===== src/design/oahs_pkg.sv =====
package oahs_pkg;

  localparam int STATUS_W = 2;
  localparam int COUNT_W  = 9;
  localparam int LIMIT_W  = 9;

  localparam logic [LIMIT_W-1:0] LIMIT_RESET = 9'd102;
  localparam logic [COUNT_W-1:0] COUNT_SAT   = 9'h1FF;

  localparam logic OP_INSERT = 1'b0;
  localparam logic OP_CLEAR  = 1'b1;

  typedef enum logic [STATUS_W-1:0] {
    ST_INSERTED = 2'd0,
    ST_PRESENT  = 2'd1,
    ST_FULL     = 2'd2,
    ST_CLEARED  = 2'd3
  } status_t;

  // Commands from the controller to the datapath.
  typedef struct packed {
    logic    capture;
    logic    hash_step;
    logic    rd_issue;
    logic    probe_adv;
    logic    write_slot;
    logic    sweep_en;
    logic    count_clear;
    logic    load_out;
    status_t out_status;
  } cmd_t;

  // Status from the datapath to the controller.
  typedef struct packed {
    logic key_zero;
    logic hash_done;
    logic slot_valid;
    logic slot_match;
    logic last_step;
    logic sweep_last;
    logic out_free;
  } sts_t;

endpackage


===== src/design/oahs_ctrl.sv =====
module oahs_ctrl #(
  parameter int SLOT_COUNT = 256
) (
  input  logic            clk,
  input  logic            rst_n,
  input  logic            in_valid,
  output logic            in_stall,
  input  logic            in_operation,
  input  oahs_pkg::sts_t  sts,
  output oahs_pkg::cmd_t  cmd
);
  import oahs_pkg::*;

  localparam bit POW2 = (SLOT_COUNT & (SLOT_COUNT - 1)) == 0;

  typedef enum logic [6:0] {
    S_INIT = 7'b0000001,
    S_IDLE = 7'b0000010,
    S_HASH = 7'b0000100,
    S_RD   = 7'b0001000,
    S_CMP  = 7'b0010000,
    S_CLR  = 7'b0100000,
    S_DONE = 7'b1000000
  } state_t;

  state_t  state_r, state_nxt;
  status_t code_r, code_nxt;
  logic    finish;
  status_t fin_code;

  assign in_stall = (state_r != S_IDLE);

  always_comb begin
    cmd       = '0;
    state_nxt = state_r;
    code_nxt  = code_r;
    finish    = 1'b0;
    fin_code  = ST_INSERTED;
    unique case (state_r)
      S_INIT: begin
        cmd.sweep_en = 1'b1;
        if (sts.sweep_last) begin
          state_nxt = S_IDLE;
        end
      end
      S_IDLE: begin
        if (in_valid) begin
          cmd.capture = 1'b1;
          if (in_operation == OP_CLEAR) begin
            state_nxt = S_CLR;
          end else if (sts.key_zero) begin
            code_nxt  = ST_PRESENT;
            state_nxt = S_DONE;
          end else begin
            state_nxt = POW2 ? S_RD : S_HASH;
          end
        end
      end
      S_HASH: begin
        if (sts.hash_done) begin
          state_nxt = S_RD;
        end else begin
          cmd.hash_step = 1'b1;
        end
      end
      S_RD: begin
        cmd.rd_issue = 1'b1;
        state_nxt    = S_CMP;
      end
      S_CMP: begin
        priority if (!sts.slot_valid) begin
          cmd.write_slot = 1'b1;
          finish         = 1'b1;
          fin_code       = ST_INSERTED;
        end else if (sts.slot_match) begin
          finish   = 1'b1;
          fin_code = ST_PRESENT;
        end else if (sts.last_step) begin
          finish   = 1'b1;
          fin_code = ST_FULL;
        end else begin
          cmd.probe_adv = 1'b1;
          state_nxt     = S_RD;
        end
      end
      S_CLR: begin
        cmd.sweep_en = 1'b1;
        if (sts.sweep_last) begin
          cmd.count_clear = 1'b1;
          finish          = 1'b1;
          fin_code        = ST_CLEARED;
        end
      end
      S_DONE: begin
        if (sts.out_free) begin
          cmd.load_out   = 1'b1;
          cmd.out_status = code_r;
          state_nxt      = S_IDLE;
        end
      end
      default: begin
        state_nxt = S_IDLE;
      end
    endcase

    // Hand the result straight to the output register when it is free,
    // otherwise park the code and wait.
    if (finish) begin
      if (sts.out_free) begin
        cmd.load_out   = 1'b1;
        cmd.out_status = fin_code;
        state_nxt      = S_IDLE;
      end else begin
        code_nxt  = fin_code;
        state_nxt = S_DONE;
      end
    end
  end

  always_ff @(posedge clk) begin
    if (!rst_n) begin
      state_r <= S_INIT;
    end else begin
      state_r <= state_nxt;
    end
  end

  always_ff @(posedge clk) begin
    code_r <= code_nxt;
  end

endmodule


===== config.mk =====
export PLATFORM = sky130hd
export DESIGN_NAME = oahs_ctrl
export DESIGN_NICKNAME = d
export VERILOG_FILES = /design/src/design/oahs_pkg.sv /design/src/design/oahs_ctrl.sv
export SDC_FILE = /design/constraint.sdc
export NUM_CORES = 1
export LEC_CHECK = 0
export ABC_AREA = 1
export BUFFER_PORTS_ARGS = -buffer_cell sky130_fd_sc_hd__buf_2
export CORE_ASPECT_RATIO = 1.1
export CORE_MARGIN = 2
export CORE_UTILIZATION = 40
export DETAILED_ROUTE_END_ITERATION = 16
export PLACE_DENSITY_LB_ADDON = 0.3
export SLEW_MARGIN = 20
export SYNTH_ARGS = -nofsm -noshare
export SYNTH_HDL_FRONTEND = slang
export SYNTH_SLANG_ARGS = --single-unit

===== constraint.sdc =====
create_clock -name clk -period 1.2 [get_ports clk]
set_input_delay 0.24 -clock clk [delete_from_list [all_inputs] [get_ports clk]]
set_output_delay 0.24 -clock clk [all_outputs]
set_load 0.005 [all_outputs]

==> summary.txt <==
GLOBAL ROUTE
----------------------------------------------------------------------------------
Combined global-route utilization of all metal layers                       23.91%
Leftover overflow at the end of global routing                                   0
First-pass GRT wire length                                                 2960 um
Initial antenna violation count                                                  0
Via count of the first global-routing pass                                     711
Maximum number of pins on one net before global-route repair                     7

DRT
----------------------------------------------------------------------------------
Total number of vias                                                           776
Remaining number of nets flagged by the antenna check after routing              0
Via count normalized by instance count                                       5.006
Wirelength, routed                                                         2030 um
Wire length per cell after detailed routing                               13.10 um
First drt pass iteration count                                                   4
DRC violation total after the first TritonRoute iteration                       13
Post-route DRC                                                                   0

SYNTH
----------------------------------------------------------------------------------
Synth area leader                                                     sky130_fd_sc_hd__dfxtp_1
Post-synth EDFFs                                                                 0
Post-synthesis area per instance                                        6.256 um^2
Number of synthesized register bits                                              8
Synth area leaders                                                    sky130_fd_sc_hd__dfxtp_1 27%, sky130_fd_sc_hd__inv_1 13%, sky130_fd_sc_hd__nand2_1 11%, sky130_fd_sc_hd__nand3_1 10%, sky130_fd_sc_hd__nor2_1 10%
Post-synth ARST share                                                           0%
Syn Std Cell Area                                                       594.3 um^2
Count of warnings emitted by yosys                                               0
Most common flop cell mapped by yosys                                 sky130_fd_sc_hd__dfxtp_1
Number of distinct library cells after synthesis                                19
Sequential fraction of the synthesis area                                   26.95%
Proportion of netlist area held by the largest area contributor             26.95%
Total nets after synthesis                                                     106
Cells after synthesis                                                           95

CLOCK NETWORK
----------------------------------------------------------------------------------
Clock buffer depth                                                               2
Cts bufs inserted                                                                3
# clock sinks                                                                    8
Insertion delay to the later sink of the worst-skew pair                   0.25 ns
Clock Tree Root                                                       sky130_fd_sc_hd__clkbuf_4
CTS clk-pin slew, worst paths                                              0.05 ns
Number of H-tree levels                                                          1
Clock tree from TritonCTS                                                    built

TIMING
----------------------------------------------------------------------------------
Final worst path period need                                              1.594 ns
Final setup fails                                                               16
Max Clock Freq                                                           627.5 MHz
RSZ-0062 raised after global routing                                          true
Number of pins with negative max-slew slack in the final report                  0
Min setup slack post-route                                              -0.3937 ns
Final worst clock skew                                                 0.001964 ns
Hold violation count in the final report                                         0
Period utilisation layout                                                   132.8%

DIE
----------------------------------------------------------------------------------
Io pins                                                                         22
Num rows                                                                        14
Core footprint                                                        0.001384 mm^2
Total Die Area                                                        0.001810 mm^2
Starting density of the core                                                42.95%
Width of the chip                                                         40.75 um
Height of the chip                                                        44.43 um

SETUP PATH
----------------------------------------------------------------------------------
Kind of start point of the critical path                                 flip-flop
Launch point of the worst path                                          state_r[1]
RR Startpoint                                                           state_r[1]
Worst-path cell chain                                                 nor2_4 -> nand3_4 -> o21ai_2 -> a22o_1 -> buf_2
Largest fanout of any net on the critical path                                   5
Crit Path Class                                                       flip-flop to primary output
Slowest cell on crit path                                             sky130_fd_sc_hd__dfxtp_2
Data required time of the critical path                                    0.96 ns
Setup slack, reg-to-reg                                                   -0.34 ns
Element type at the critical path end                                 primary output
CP peak stage delay                                                        0.34 ns
Worst EP arrival                                                           1.35 ns

STATUS
----------------------------------------------------------------------------------
Violations in the final reports                                       negative setup slack
Status                                                                complete, but fails checks

LAYOUT
----------------------------------------------------------------------------------
FILL cells                                                                      89
Area of combinational cells with multiple inputs                        467.9 um^2
Commonest cells after routing, fill and taps aside                    18 x sky130_fd_sc_hd__buf_2, 17 x sky130_fd_sc_hd__inv_1, 15 x sky130_fd_sc_hd__nand2_1
Final Core Density                                                          77.94%
Seq. cell area                                                          172.7 um^2
Area delta synth->final                                                     81.47%
Antenna diode count                                                              0
Nets@finish                                                                    152
Fraction of final layout cells with drive strength greater than 1           60.43%
Post-layout instance count excluding filler cells                              155
Most common cell after layout, fill and taps aside                    sky130_fd_sc_hd__buf_2

PLACED DESIGN
----------------------------------------------------------------------------------
Number of placed instances with taps included                                  142
Post-Place Worst Slack                                                  -0.1641 ns
Buffers added on ports                                                          19
Dpl hpwl                                                                   1228 um
Routability Congestion                                                      0.8802

HOLD PATH
----------------------------------------------------------------------------------
Path type of the worst min-delay path                                 input port to flip-flop
Hold wc startpoint                                                           rst_n

FLOW RUN
----------------------------------------------------------------------------------
Max-capacitance violation count                                                  0

POWER
----------------------------------------------------------------------------------
Static leakage power                                                  0.0005742 uW
Total power                                                               813.1 uW
Power density cells                                                   753.9 mW/mm^2
Worst IR drop on VDD                                                    0.001007 V

## flip-flops by register name, summed over array words and instances, names as in the netlist
name / count
code_r: 2
state_r: 6
## layer usage
layer	up-vias	GRT usage, %	wire length [um]
met5	-	0	0
li1	392	-	-
met3	4	3.015	107
met1	348	29.69	812
met2	32	40.95	1080
met4	0	8.000	29
## metrics by stage
| stage | area (um^2) | hold slack (ns) | TNS [ns] |
|---|---|---|---|
| 6_report | 1079 | 0.2099 | -4.349 |
| 4_1_cts | 960.9 | 0.2052 | -3.606 |
| 3_3_place_gp | 814.5 | 0.4608 | -0.8584 |
| 2_1_floorplan | 609.3 | 0.3100 | -0.004309 |
| 3_5_place_dp | 814.5 | 0.4611 | -1.139 |
| 5_1_grt | 1079 | 0.1987 | -5.583 |
## cell families (layout without fill, tap and decap cells)
group,Yosys count,after routing,share of synthesized area [%]
AO/OA/AOI/OAI,8,8,7.999
other,1,1,0.6310
flip-flops,8,8,26.95
buffers and inverters,21,65,13.89
AND/OR/NAND/NOR,57,57,50.53
## cell usage after synthesis, types with 2 or more instances
cell type and instances:
sky130_fd_sc_hd__dfxtp_1 8, sky130_fd_sc_hd__inv_1 20, sky130_fd_sc_hd__nand2_1 17, sky130_fd_sc_hd__nand2_2 2, sky130_fd_sc_hd__nand3_1 12, sky130_fd_sc_hd__nand4_1 3, sky130_fd_sc_hd__nor2_1 16, sky130_fd_sc_hd__nor2_4 4
sky130_fd_sc_hd__o21ai_0 3
## worst paths after layout
check / endpoint / cells after the start
min reg2reg: code_r[1] / 2
max: cmd[0] / 5
max reg2reg: state_r[1] / 11
min: state_r[0] / 2
## critical path: cells and delay by family, from the launching register on
kind	cells	cell delay, ns
AND/OR/NAND/NOR	2	0.35
flip-flops	1	0.34
AO/OA/AOI/OAI	2	0.31
buffers and inverters	1	0.10
## power breakdown
part | internal (uW) | switching, uW
logic | 136 | 149
registers | 302 | 30.1
clock network | 114 | 82.2
total | 552 | 261
## repair_timing
item | in CTS | in global routing
resized for setup | 27 | 19
setup endpoints to repair | 16 | 17
pin swaps | 7 | 9
hold buffers | 0 | 0
setup buffers | 6 | 5
## cell type report
cell class	count	share of cell area (%)
clock buffers	3	2.088
multi-input cells	66	43.39
well taps	16	1.856
inverters	20	6.961
repair buffers	42	29.70
flip-flops and latches	8	16.01
No activity file was read; power rests on OpenSTA's default activity.
